===== src/hdl/c8rx_pkg.sv =====
// ---------------------------------------------------------------------------
// c8rx_pkg
// Shared types, codes and helper functions of the crc-8 packet receiver.
// ---------------------------------------------------------------------------
package c8rx_pkg;

  // packet framing phase, used by both the link and the host side
  typedef enum logic [1:0] {
    PH_ID   = 2'd0,
    PH_LEN  = 2'd1,
    PH_DATA = 2'd2,
    PH_CRC  = 2'd3
  } phase_t;

  // origin codes carried on the result channel
  localparam logic [1:0] ORG_HOST   = 2'd0;
  localparam logic [1:0] ORG_RESEND = 2'd1;
  localparam logic [1:0] ORG_RETREQ = 2'd2;
  localparam logic [1:0] ORG_ACK    = 2'd3;

  localparam logic [7:0] CRC_POLY    = 8'h07;
  localparam logic [7:0] RETREQ_DATA = 8'h01;
  localparam logic [7:0] RETREQ_CRC  = 8'h12;
  localparam logic [7:0] ACK_DATA    = 8'h00;
  localparam logic [7:0] ACK_CRC     = 8'h15;
  localparam logic [3:0] RETRY_LIMIT_RST = 4'd5;

  // reply that an accepted item leaves to be sent
  typedef enum logic [2:0] {
    RPL_NONE   = 3'd0,
    RPL_HOST   = 3'd1,
    RPL_RETREQ = 3'd2,
    RPL_RESEND = 3'd3,
    RPL_ACK    = 3'd4
  } reply_t;

  typedef enum logic [1:0] {
    ST_IDLE = 2'd0,
    ST_SEND = 2'd1,
    ST_PAY  = 2'd2
  } ctrl_state_t;

  typedef struct packed {
    logic step;   // process the item being accepted
    logic rd;     // read the next resend payload byte
    logic emit;   // load the output register
  } c8rx_cmd_t;

  typedef struct packed {
    reply_t reply;
    logic   need_mem;
    logic   is_last;
    logic   out_free;
  } c8rx_stat_t;

  function automatic logic [7:0] crc8_upd(input logic [7:0] crc, input logic [7:0] b);
    logic [7:0] c;
    c = crc ^ b;
    for (int k = 0; k < 8; k++) begin
      c = c[7] ? ({c[6:0], 1'b0} ^ CRC_POLY) : {c[6:0], 1'b0};
    end
    return c;
  endfunction

  // bytes of the two fixed four-byte replies
  function automatic logic [7:0] fixed_byte(input logic [1:0] pos, input logic [7:0] data0,
                                            input logic [7:0] crc);
    logic [7:0] b;
    case (pos)
      2'd0:    b = 8'h00;
      2'd1:    b = 8'h01;
      2'd2:    b = data0;
      default: b = crc;
    endcase
    return b;
  endfunction

endpackage


===== src/hdl/c8rx_in_if.sv =====
// ---------------------------------------------------------------------------
// c8rx_in_if
// Input item channel: link or host byte with valid/ready.
// ---------------------------------------------------------------------------
interface c8rx_in_if;
  logic       valid;
  logic       ready;
  logic       func;
  logic [7:0] byte_value;

  modport source (output valid, output func, output byte_value, input ready);
  modport sink (input valid, input func, input byte_value, output ready);
endinterface


===== src/hdl/c8rx_out_if.sv =====
// ---------------------------------------------------------------------------
// c8rx_out_if
// Result channel: one byte sent on the link per item.
// ---------------------------------------------------------------------------
interface c8rx_out_if;
  logic       valid;
  logic       ready;
  logic [7:0] tx_byte;
  logic       tx_last;
  logic [1:0] tx_origin;

  modport source (output valid, output tx_byte, output tx_last, output tx_origin,
                  input ready);
  modport sink (input valid, input tx_byte, input tx_last, input tx_origin,
                output ready);
endinterface


===== src/hdl/c8rx_cfg_if.sv =====
// ---------------------------------------------------------------------------
// c8rx_cfg_if
// Configuration write channel for the retry limit register.
// ---------------------------------------------------------------------------
interface c8rx_cfg_if;
  logic       valid;
  logic       ready;
  logic [3:0] retry_limit;

  modport source (output valid, output retry_limit, input ready);
  modport sink (input valid, input retry_limit, output ready);
endinterface


===== src/hdl/crc8_packet_receiver_with_retransmit.sv =====
// ---------------------------------------------------------------------------
// crc8_packet_receiver_with_retransmit
// CRC-8 packet receiver with stop-and-wait retransmission.
// ---------------------------------------------------------------------------
// Takes one byte per input item, from the link (func 0) or from the host
// (func 1), and sends the resulting link bytes one per result item. Link
// packets (id, len, data, crc) are checked with CRC-8 poly 0x07; a bad crc
// answers with a retransmit request, a good retransmit request resends the
// recorded host packet up to retry_limit times and then sends the give-up
// ack. Host bytes are forwarded as they arrive. Each resend payload byte
// takes one registered read of the single-port payload memory before it
// is sent. One item is in work at a time; the next is accepted once its
// last result is in the output register. Configuration writes are taken
// in any cycle.
// ---------------------------------------------------------------------------
module crc8_packet_receiver_with_retransmit #(
  parameter int MAX_DATA = 16
) (
  input logic        clk,
  input logic        rst_n,
  c8rx_in_if.sink    in_chan,
  c8rx_out_if.source out_chan,
  c8rx_cfg_if.sink   cfg_chan
);
  import c8rx_pkg::*;

  c8rx_cmd_t  cmd;
  c8rx_stat_t stat;

  assign cfg_chan.ready = 1'b1;

  c8rx_ctrl u_ctrl (
    .clk      (clk),
    .rst_n    (rst_n),
    .in_valid (in_chan.valid),
    .in_ready (in_chan.ready),
    .stat     (stat),
    .cmd      (cmd)
  );

  c8rx_datapath #(
    .MAX_DATA (MAX_DATA)
  ) u_datapath (
    .clk             (clk),
    .rst_n           (rst_n),
    .cmd             (cmd),
    .stat            (stat),
    .in_func         (in_chan.func),
    .in_byte         (in_chan.byte_value),
    .cfg_we          (cfg_chan.valid),
    .cfg_retry_limit (cfg_chan.retry_limit),
    .out_valid       (out_chan.valid),
    .out_ready       (out_chan.ready),
    .out_tx_byte     (out_chan.tx_byte),
    .out_tx_last     (out_chan.tx_last),
    .out_tx_origin   (out_chan.tx_origin)
  );

endmodule


===== src/hdl/c8rx_ctrl.sv =====
// ---------------------------------------------------------------------------
// c8rx_ctrl
// Sequencer: accepts one item, then walks the datapath through its reply.
// ---------------------------------------------------------------------------
module c8rx_ctrl (
  input  logic                clk,
  input  logic                rst_n,
  input  logic                in_valid,
  output logic                in_ready,
  input  c8rx_pkg::c8rx_stat_t stat,
  output c8rx_pkg::c8rx_cmd_t  cmd
);
  import c8rx_pkg::*;

  ctrl_state_t state_r, state_nxt;

  always_ff @(posedge clk) begin
    if (!rst_n) begin
      state_r <= ST_IDLE;
    end else begin
      state_r <= state_nxt;
    end
  end

  always_comb begin
    state_nxt = state_r;
    cmd       = '0;
    in_ready  = 1'b0;
    case (state_r)
      ST_IDLE: begin
        in_ready = 1'b1;
        if (in_valid) begin
          cmd.step  = 1'b1;
          state_nxt = ST_SEND;
        end
      end
      ST_SEND: begin
        if (stat.reply == RPL_NONE) begin
          state_nxt = ST_IDLE;
        end else if (stat.need_mem) begin
          cmd.rd    = 1'b1;
          state_nxt = ST_PAY;
        end else if (stat.out_free) begin
          cmd.emit = 1'b1;
          if (stat.is_last) begin
            state_nxt = ST_IDLE;
          end
        end
      end
      ST_PAY: begin
        // payload byte sits in the read register
        if (stat.out_free) begin
          cmd.emit  = 1'b1;
          state_nxt = ST_SEND;
        end
      end
      default: begin
        state_nxt = ST_IDLE;
      end
    endcase
  end

endmodule


===== src/hdl/c8rx_datapath.sv =====
// ---------------------------------------------------------------------------
// c8rx_datapath
// Deframing state, crc check, recorded packet, payload memory and the
// output register.
// ---------------------------------------------------------------------------
module c8rx_datapath #(
  parameter int MAX_DATA = 16
) (
  input  logic                 clk,
  input  logic                 rst_n,
  input  c8rx_pkg::c8rx_cmd_t  cmd,
  output c8rx_pkg::c8rx_stat_t stat,
  input  logic                 in_func,
  input  logic [7:0]           in_byte,
  input  logic                 cfg_we,
  input  logic [3:0]           cfg_retry_limit,
  output logic                 out_valid,
  input  logic                 out_ready,
  output logic [7:0]           out_tx_byte,
  output logic                 out_tx_last,
  output logic [1:0]           out_tx_origin
);
  import c8rx_pkg::*;

  localparam int IW = (MAX_DATA > 1) ? $clog2(MAX_DATA) : 1;
  localparam int PW = $clog2(MAX_DATA + 3);
  localparam logic [8:0] MAX9 = 9'(MAX_DATA);

  logic [3:0]  retry_limit_r, retry_limit_nxt;
  phase_t      rx_phase_r, rx_phase_nxt;
  logic [7:0]  rx_id_r, rx_id_nxt;
  logic [7:0]  rx_len_r, rx_len_nxt;
  logic [7:0]  rx_first_r, rx_first_nxt;
  logic [7:0]  rx_count_r, rx_count_nxt;
  logic [7:0]  rx_crc_r, rx_crc_nxt;
  logic [3:0]  retry_count_r, retry_count_nxt;
  logic [7:0]  prev_id_r, prev_id_nxt;
  logic [7:0]  prev_len_r, prev_len_nxt;
  logic [7:0]  prev_crc_r, prev_crc_nxt;
  logic        prev_bank_r, prev_bank_nxt;
  phase_t      host_phase_r, host_phase_nxt;
  logic [7:0]  host_id_r, host_id_nxt;
  logic [7:0]  host_len_r, host_len_nxt;
  logic [7:0]  host_first_r, host_first_nxt;
  logic [7:0]  host_count_r, host_count_nxt;
  logic        host_last_r, host_last_nxt;
  logic [7:0]  byte_r, byte_nxt;
  reply_t      reply_r, reply_nxt;
  logic [PW-1:0] pos_r, pos_nxt;

  logic [7:0]  rdata_r;
  logic        out_valid_r;
  logic [7:0]  out_byte_r;
  logic        out_last_r;
  logic [1:0]  out_org_r;

  // two banks: one holds the recorded payload, the other stages the host packet
  logic [7:0]  pay_mem [2][MAX_DATA];
  logic        mem_we;
  logic        mem_bank;
  logic [IW-1:0] mem_idx;
  logic [7:0]  mem_wdata;
  logic [IW-1:0] rd_idx;

  logic [7:0]  crc_new;
  logic [8:0]  pos9, n9;
  logic        need_mem, is_last;
  logic [7:0]  em_byte;
  logic        em_last;
  logic [1:0]  em_org;

  assign crc_new = crc8_upd((rx_phase_r == PH_ID) ? 8'h00 : rx_crc_r, in_byte);

  // resend layout: id, len, min(len, max) payload bytes, crc
  assign pos9     = 9'(pos_r);
  assign n9       = (9'(prev_len_r) > MAX9) ? MAX9 : 9'(prev_len_r);
  assign need_mem = (reply_r == RPL_RESEND) && (pos9 >= 9'd2) && (pos9 < n9 + 9'd2);
  assign rd_idx   = IW'(pos_r - PW'(2));

  always_comb begin
    case (reply_r)
      RPL_HOST:   is_last = 1'b1;
      RPL_RETREQ: is_last = (pos_r == PW'(3));
      RPL_ACK:    is_last = (pos_r == PW'(3));
      RPL_RESEND: is_last = (pos9 == n9 + 9'd2);
      default:    is_last = 1'b0;
    endcase
  end

  always_comb begin
    em_last = is_last;
    case (reply_r)
      RPL_HOST: begin
        em_byte = byte_r;
        em_last = host_last_r;
        em_org  = ORG_HOST;
      end
      RPL_RETREQ: begin
        em_byte = fixed_byte(pos_r[1:0], RETREQ_DATA, RETREQ_CRC);
        em_org  = ORG_RETREQ;
      end
      RPL_ACK: begin
        em_byte = fixed_byte(pos_r[1:0], ACK_DATA, ACK_CRC);
        em_org  = ORG_ACK;
      end
      RPL_RESEND: begin
        em_org = ORG_RESEND;
        if (pos_r == PW'(0)) begin
          em_byte = prev_id_r;
        end else if (pos_r == PW'(1)) begin
          em_byte = prev_len_r;
        end else if (need_mem) begin
          em_byte = rdata_r;
        end else begin
          em_byte = prev_crc_r;
        end
      end
      default: begin
        em_byte = byte_r;
        em_org  = ORG_HOST;
      end
    endcase
  end

  assign stat.reply    = reply_r;
  assign stat.need_mem = need_mem;
  assign stat.is_last  = is_last;
  assign stat.out_free = !out_valid_r || out_ready;

  always_comb begin
    retry_limit_nxt = cfg_we ? cfg_retry_limit : retry_limit_r;
    rx_phase_nxt    = rx_phase_r;
    rx_id_nxt       = rx_id_r;
    rx_len_nxt      = rx_len_r;
    rx_first_nxt    = rx_first_r;
    rx_count_nxt    = rx_count_r;
    rx_crc_nxt      = rx_crc_r;
    retry_count_nxt = retry_count_r;
    prev_id_nxt     = prev_id_r;
    prev_len_nxt    = prev_len_r;
    prev_crc_nxt    = prev_crc_r;
    prev_bank_nxt   = prev_bank_r;
    host_phase_nxt  = host_phase_r;
    host_id_nxt     = host_id_r;
    host_len_nxt    = host_len_r;
    host_first_nxt  = host_first_r;
    host_count_nxt  = host_count_r;
    host_last_nxt   = host_last_r;
    byte_nxt        = byte_r;
    reply_nxt       = reply_r;
    pos_nxt         = pos_r;
    mem_we          = 1'b0;
    mem_bank        = prev_bank_r;
    mem_idx         = '0;
    mem_wdata       = 8'h00;

    if (cmd.step) begin
      reply_nxt = RPL_NONE;
      pos_nxt   = '0;
      byte_nxt  = in_byte;
      if (!in_func) begin
        case (rx_phase_r)
          PH_ID: begin
            rx_id_nxt    = in_byte;
            rx_crc_nxt   = crc_new;
            rx_phase_nxt = PH_LEN;
          end
          PH_LEN: begin
            rx_len_nxt   = in_byte;
            rx_crc_nxt   = crc_new;
            rx_count_nxt = 8'h00;
            rx_first_nxt = 8'h00;
            rx_phase_nxt = (in_byte == 8'h00) ? PH_CRC : PH_DATA;
          end
          PH_DATA: begin
            if (rx_count_r == 8'h00) begin
              rx_first_nxt = in_byte;
            end
            rx_crc_nxt   = crc_new;
            rx_count_nxt = rx_count_r + 8'd1;
            if (rx_count_r + 8'd1 == rx_len_r) begin
              rx_phase_nxt = PH_CRC;
            end
          end
          default: begin
            if (in_byte != rx_crc_r) begin
              reply_nxt = RPL_RETREQ;
            end else if (rx_id_r == 8'h00 && rx_len_r == 8'h01 && rx_first_r == 8'h01) begin
              if (retry_count_r < retry_limit_r) begin
                reply_nxt       = RPL_RESEND;
                retry_count_nxt = retry_count_r + 4'd1;
              end else begin
                // give up: the ack becomes the recorded packet
                reply_nxt       = RPL_ACK;
                prev_id_nxt     = 8'h00;
                prev_len_nxt    = 8'h01;
                prev_crc_nxt    = ACK_CRC;
                mem_we          = 1'b1;
                mem_bank        = prev_bank_r;
                mem_idx         = '0;
                mem_wdata       = ACK_DATA;
                retry_count_nxt = 4'd0;
              end
            end
            rx_phase_nxt = PH_ID;
          end
        endcase
      end else begin
        reply_nxt     = RPL_HOST;
        host_last_nxt = 1'b0;
        case (host_phase_r)
          PH_ID: begin
            host_id_nxt    = in_byte;
            host_phase_nxt = PH_LEN;
          end
          PH_LEN: begin
            host_len_nxt   = in_byte;
            host_count_nxt = 8'h00;
            host_phase_nxt = (in_byte == 8'h00) ? PH_CRC : PH_DATA;
          end
          PH_DATA: begin
            if ({1'b0, host_count_r} < MAX9) begin
              mem_we    = 1'b1;
              mem_bank  = !prev_bank_r;
              mem_idx   = IW'(host_count_r);
              mem_wdata = in_byte;
            end
            if (host_count_r == 8'h00) begin
              host_first_nxt = in_byte;
            end
            host_count_nxt = host_count_r + 8'd1;
            if (host_count_r + 8'd1 == host_len_r) begin
              host_phase_nxt = PH_CRC;
            end
          end
          default: begin
            host_last_nxt = 1'b1;
            // record unless too long or itself a retransmit request
            if ({1'b0, host_len_r} <= MAX9 &&
                !(host_id_r == 8'h00 && host_len_r == 8'h01 && host_first_r == 8'h01)) begin
              prev_id_nxt   = host_id_r;
              prev_len_nxt  = host_len_r;
              prev_crc_nxt  = in_byte;
              prev_bank_nxt = !prev_bank_r;
            end
            host_phase_nxt = PH_ID;
          end
        endcase
      end
    end

    if (cmd.emit) begin
      pos_nxt = pos_r + PW'(1);
      if (is_last) begin
        reply_nxt = RPL_NONE;
      end
    end
  end

  always_ff @(posedge clk) begin
    if (!rst_n) begin
      retry_limit_r <= RETRY_LIMIT_RST;
      rx_phase_r    <= PH_ID;
      rx_id_r       <= 8'h00;
      rx_len_r      <= 8'h00;
      rx_first_r    <= 8'h00;
      rx_count_r    <= 8'h00;
      rx_crc_r      <= 8'h00;
      retry_count_r <= 4'd0;
      prev_id_r     <= 8'h00;
      prev_len_r    <= 8'h00;
      prev_crc_r    <= 8'h00;
      prev_bank_r   <= 1'b0;
      host_phase_r  <= PH_ID;
      host_id_r     <= 8'h00;
      host_len_r    <= 8'h00;
      host_first_r  <= 8'h00;
      host_count_r  <= 8'h00;
      host_last_r   <= 1'b0;
      byte_r        <= 8'h00;
      reply_r       <= RPL_NONE;
      pos_r         <= '0;
      out_valid_r   <= 1'b0;
    end else begin
      retry_limit_r <= retry_limit_nxt;
      rx_phase_r    <= rx_phase_nxt;
      rx_id_r       <= rx_id_nxt;
      rx_len_r      <= rx_len_nxt;
      rx_first_r    <= rx_first_nxt;
      rx_count_r    <= rx_count_nxt;
      rx_crc_r      <= rx_crc_nxt;
      retry_count_r <= retry_count_nxt;
      prev_id_r     <= prev_id_nxt;
      prev_len_r    <= prev_len_nxt;
      prev_crc_r    <= prev_crc_nxt;
      prev_bank_r   <= prev_bank_nxt;
      host_phase_r  <= host_phase_nxt;
      host_id_r     <= host_id_nxt;
      host_len_r    <= host_len_nxt;
      host_first_r  <= host_first_nxt;
      host_count_r  <= host_count_nxt;
      host_last_r   <= host_last_nxt;
      byte_r        <= byte_nxt;
      reply_r       <= reply_nxt;
      pos_r         <= pos_nxt;
      if (cmd.emit) begin
        out_valid_r <= 1'b1;
      end else if (out_ready) begin
        out_valid_r <= 1'b0;
      end
    end
  end

  always_ff @(posedge clk) begin
    if (cmd.emit) begin
      out_byte_r <= em_byte;
      out_last_r <= em_last;
      out_org_r  <= em_org;
    end
  end

  always_ff @(posedge clk) begin
    if (mem_we) begin
      pay_mem[mem_bank][mem_idx] <= mem_wdata;
    end
    if (cmd.rd) begin
      rdata_r <= pay_mem[prev_bank_r][rd_idx];
    end
  end

  assign out_valid     = out_valid_r;
  assign out_tx_byte   = out_byte_r;
  assign out_tx_last   = out_last_r;
  assign out_tx_origin = out_org_r;

endmodule


===== src/flat_wrapper.sv =====
// flat-port wrapper written by rule: the top's interface ports become plain ports
module crc8_packet_receiver_with_retransmit_flat import c8rx_pkg::*;
#(
  parameter int MAX_DATA = 16
)
  (clk, rst_n, in_chan_valid, in_chan_func, in_chan_byte_value, in_chan_ready, out_chan_valid, out_chan_tx_byte, out_chan_tx_last, out_chan_tx_origin, out_chan_ready, cfg_chan_valid, cfg_chan_retry_limit, cfg_chan_ready);
  c8rx_in_if in_chan_i ();
  c8rx_out_if out_chan_i ();
  c8rx_cfg_if cfg_chan_i ();
  input logic clk;
  input logic rst_n;
  input wire logic [$bits(in_chan_i.valid)-1:0] in_chan_valid;
  input wire logic [$bits(in_chan_i.func)-1:0] in_chan_func;
  input wire logic [$bits(in_chan_i.byte_value)-1:0] in_chan_byte_value;
  output wire logic [$bits(in_chan_i.ready)-1:0] in_chan_ready;
  output wire logic [$bits(out_chan_i.valid)-1:0] out_chan_valid;
  output wire logic [$bits(out_chan_i.tx_byte)-1:0] out_chan_tx_byte;
  output wire logic [$bits(out_chan_i.tx_last)-1:0] out_chan_tx_last;
  output wire logic [$bits(out_chan_i.tx_origin)-1:0] out_chan_tx_origin;
  input wire logic [$bits(out_chan_i.ready)-1:0] out_chan_ready;
  input wire logic [$bits(cfg_chan_i.valid)-1:0] cfg_chan_valid;
  input wire logic [$bits(cfg_chan_i.retry_limit)-1:0] cfg_chan_retry_limit;
  output wire logic [$bits(cfg_chan_i.ready)-1:0] cfg_chan_ready;
  assign in_chan_i.valid = in_chan_valid;
  assign in_chan_i.func = in_chan_func;
  assign in_chan_i.byte_value = in_chan_byte_value;
  assign in_chan_ready = in_chan_i.ready;
  assign out_chan_valid = out_chan_i.valid;
  assign out_chan_tx_byte = out_chan_i.tx_byte;
  assign out_chan_tx_last = out_chan_i.tx_last;
  assign out_chan_tx_origin = out_chan_i.tx_origin;
  assign out_chan_i.ready = out_chan_ready;
  assign cfg_chan_i.valid = cfg_chan_valid;
  assign cfg_chan_i.retry_limit = cfg_chan_retry_limit;
  assign cfg_chan_ready = cfg_chan_i.ready;
  crc8_packet_receiver_with_retransmit #(.MAX_DATA(MAX_DATA)) u_core (.clk(clk), .rst_n(rst_n), .in_chan(in_chan_i), .out_chan(out_chan_i), .cfg_chan(cfg_chan_i));
endmodule

===== config.mk =====
export PLATFORM = sky130hd
export DESIGN_NAME = crc8_packet_receiver_with_retransmit_flat
export DESIGN_NICKNAME = d
export VERILOG_FILES = /design/src/hdl/c8rx_pkg.sv /design/src/hdl/c8rx_in_if.sv /design/src/hdl/c8rx_out_if.sv /design/src/hdl/c8rx_cfg_if.sv /design/src/hdl/crc8_packet_receiver_with_retransmit.sv /design/src/hdl/c8rx_ctrl.sv /design/src/hdl/c8rx_datapath.sv /design/src/flat_wrapper.sv
export SDC_FILE = /design/constraint.sdc
export NUM_CORES = 1
export LEC_CHECK = 0
export ABC_AREA = 1
export BUFFER_PORTS_ARGS = -buffer_cell sky130_fd_sc_hd__buf_4
export CAP_MARGIN = 10
export CELL_PAD_IN_SITES_DETAIL_PLACEMENT = 0
export CELL_PAD_IN_SITES_GLOBAL_PLACEMENT = 1
export CORE_ASPECT_RATIO = 1.2
export CORE_UTILIZATION = 55
export CTS_BUF_LIST = sky130_fd_sc_hd__clkbuf_8
export CTS_CLUSTER_DIAMETER = 30
export DETAILED_ROUTE_END_ITERATION = 8
export PLACE_DENSITY = 0.9
export SYNTH_ARGS = -nofsm -noshare
export SYNTH_HDL_FRONTEND = slang
export SYNTH_SLANG_ARGS = --single-unit
export TNS_END_PERCENT = 1

===== constraint.sdc =====
create_clock -name clk -period 5.39 [get_ports clk]
set_input_delay 0.539 -clock clk [delete_from_list [all_inputs] [get_ports clk]]
set_output_delay 0.539 -clock clk [all_outputs]
set_load 0.005 [all_outputs]

==> run metrics <==
Hold WS between 0.15 and 0.2 ns; Compound-Gate Fraction of Synth Area 13.99%; CP delay by family, top simple AND/OR/NAND/NOR gates; largest cells by area after synthesis edfxtp_1, dfxtp_1, o21ai_0, nor2_1, nand2_1; CTS Root Cell clkbuf_8; Post-Synth Simple-Gate Area between 10% and 20%; gr ovfl total 0; Initial Util 55.91%; Sw Pwr 0.001675 W; Post CTS Setup Buffer Count 0; Seq pwr share 48.8%; Critical Path, Cell by Cell inv_1 > ha_1 > nand2_2 > nor2_8 > inv_2 > nor2_4 > nand2_4 > clkinv_2 > nand2_1 > nand2_2 > inv_1 > nor2_1; largest net degree at the start of global routing just under 80; unrepaired setup endpoints after global routing no; Longest Clk Path Bufs 3; Fmax achieved 295.8 MHz; Nets around 1900; xor/xnor share of the synthesized area between 1.5 and 2%; number of enable-type register cells in the synthesized netlist ~280; Hold Crit Class input pin to flip-flop; CP arrival roughly 3.6 ns; fillcell total 2637; final setup violation count 0; FP Rows 72; sw frac approximately 24%; vias in the first global route 13240; Pint about 0.0052 W; Final ANT Viol Nets 0; worst-margin pin slew between 0.9 and 1 ns; Commonest cells post-synth nor2_1, edfxtp_1, nand2_1; Worst Path Required about 5.6 ns; post_cts resized 0; post-synthesis cell type count 55; sequential share of the synthesized area between 60% and 70%; YS warnings 0; Sink Count roughly 400; CP Class flip-flop to flip-flop; Slew Limit Headroom approximately 35%; Routability Congestion around 0.85; Avg Vias per Cell approximately 5.8; hold_buf cts 0; critical path fanouts, max 18; area of the multi-input gates between 6000 and 7000 µm²; Yosys top cell by area edfxtp_1; layout cells sized above 1 11.41%; total track usage between 20% and 30%; Leak Pwr 7.814 nW; Cell Area, Synth approximately 18000 µm²; WL/cell 19.14 µm; Synth Area in Adders 2.353%; Initial DRC Count approximately 1500; Reg clk slew, reported paths about 0.060 ns; Worst Setup Slack post-DPL about 2.0 ns; syn avg cell area just under 10 µm²; Net Count, Synth approximately 1900; Worst path max stage delay 0.66 ns; Die Span Y 200.6 µm; status complete, no violations; H-tree depth 3; cell count after synthesis 1844; top-count cell post-synth nor2_1; Final Hold Viols 0; CTS tree done; mux cell area share after synthesis less than 1%; async set-reset flop share out of synthesis 0%; TNS Setup 0 ns; antenna fix cells 0; pwr dens about 340 nW/µm²; CTS buffer count 78; number of remaining DRC errors 0; fin. max-slew vios 0; Critical Path Slowest Stage Cell nor2_1; Clock Latency Late Sink 0.61 ns; DP Wirelength approximately 29000 µm; #FFs+latches synth 405; via count 13620; max reg flops about 260; Reg with most FFs u_core.u_datapath.pay_mem; Routed WL 44860 µm; Crit. End Element flip-flop; IO Count 32; ys flop type edfxtp_1; Setup Skew ~0.038 ns; Max-Cap Viols 0; largest family of logic cells by synthesized area simple AND/OR/NAND/NOR gates; Synth top area share 45.67%; initial antenna violation count 0; Die W roughly 170 µm; first-pass GRT wire length between 70000 and 80000 µm; Tcrit/Tclk final approximately 63%; Pre-antenna DRT Iters 6; min cycle time layout around 3.4 ns; Placeable Area between 30000 and 40000 µm²; Setup WS post-layout 2.009 ns; Seq. cell area approximately 11000 µm²; area grow syn2layout 11.51%; CP Launch Type flip-flop; port bufs 30; clock power share 45.0%; Peak VDD IR around 0.35 mV; die area 33610 µm²; Crit path buffers/inverters 4; Comb pwr share a little over 6%
placed cells by master, fill, tap and decap left out, types with 6 or more instances in the layout:
master,n
nor3_1,14
nor2_2,8
nand2_1,229
o221ai_1,48
inv_1,141
buf_4,43
nand4_1,20
clkinv_1,10
clkinvlp_4,11
bufinv_16,6
clkbuf_8,84
o21ai_0,223
nor2_4,8
xor2_1,19
a21oi_1,120
xnor2_1,6
o21bai_1,10
clkinv_2,14
edfxtp_1,275
a31oi_1,10
nor2_1,271
o22ai_1,16
nand3_1,115
ha_1,34
inv_2,8
dfxtp_1,128
cell families after synthesis:
group,Yosys count
and+or+nand+nor,692
AOI/OAI and AO/OA,447
muxes,1
xor gates and xnor gates,31
adders and majority gates,34
buffers and inverters,233
other,1
DFF,405
path summary, 6_finish.rpt:
kind / startpoint / cells after the start / end / slack, ns
max: u_core.u_ctrl.state_r[0] / 12 / u_core.u_datapath.pay_mem[1][80] / 2.01
max reg2reg: u_core.u_ctrl.state_r[0] / 12 / u_core.u_datapath.pay_mem[1][80] / 2.01
min: cfg_chan_retry_limit[0] / 3 / u_core.u_datapath.retry_limit_r[0] / 0.16
min reg2reg: u_core.u_datapath.prev_crc_r[2] / 2 / u_core.u_datapath.prev_crc_r[2] / 0.46
per-stage QoR:
step / cells / cell area (µm²) / total power, W / util [%]
after floorplan: 1844 / 18080 / 0.003730 / -
after global placement: 2201 / 18530 / 0.003856 / 57.29
after detailed placement: 2201 / 18530 / 0.003865 / 57.29
after CTS: 2343 / 20160 / 0.006944 / 62.32
after global routing: 2344 / 20160 / 0.007139 / 62.35
final: 2344 / 20160 / 0.006909 / 62.35
area by class of cell:
class | count | share of cell area, %
well taps | 407 | 2.526
clock buffers | 84 | 5.734
multi-input cells | 1206 | 31.26
inverters | 141 | 2.650
flip-flops and latches | 405 | 53.89
clock inverters | 58 | 2.339
repair buffers | 43 | 1.601
routing by layer:
layer  GRT usage [%]  wire length, µm
met1           33.87            17880
met2           46.34            22290
met3           4.495             3124
met4           11.63             1563
met5               0                0
worst min-delay path, stage by stage:
cell and delay, ns:
buf_4 0.07, nand2_1 0.04, nand3_1 0.07
power groups by stage:
stage | Combinational [W] | Sequential [W] | Clock, W
after detailed placement | 0.000428 | 0.00344 | 0
after CTS | 0.000429 | 0.00337 | 0.00314
after global routing | 0.000481 | 0.00338 | 0.00328
after floorplan | 0.000304 | 0.00343 | 0
final | 0.000430 | 0.00337 | 0.00311
after global placement | 0.000420 | 0.00344 | 0
(Power assumes the default switching activity.)
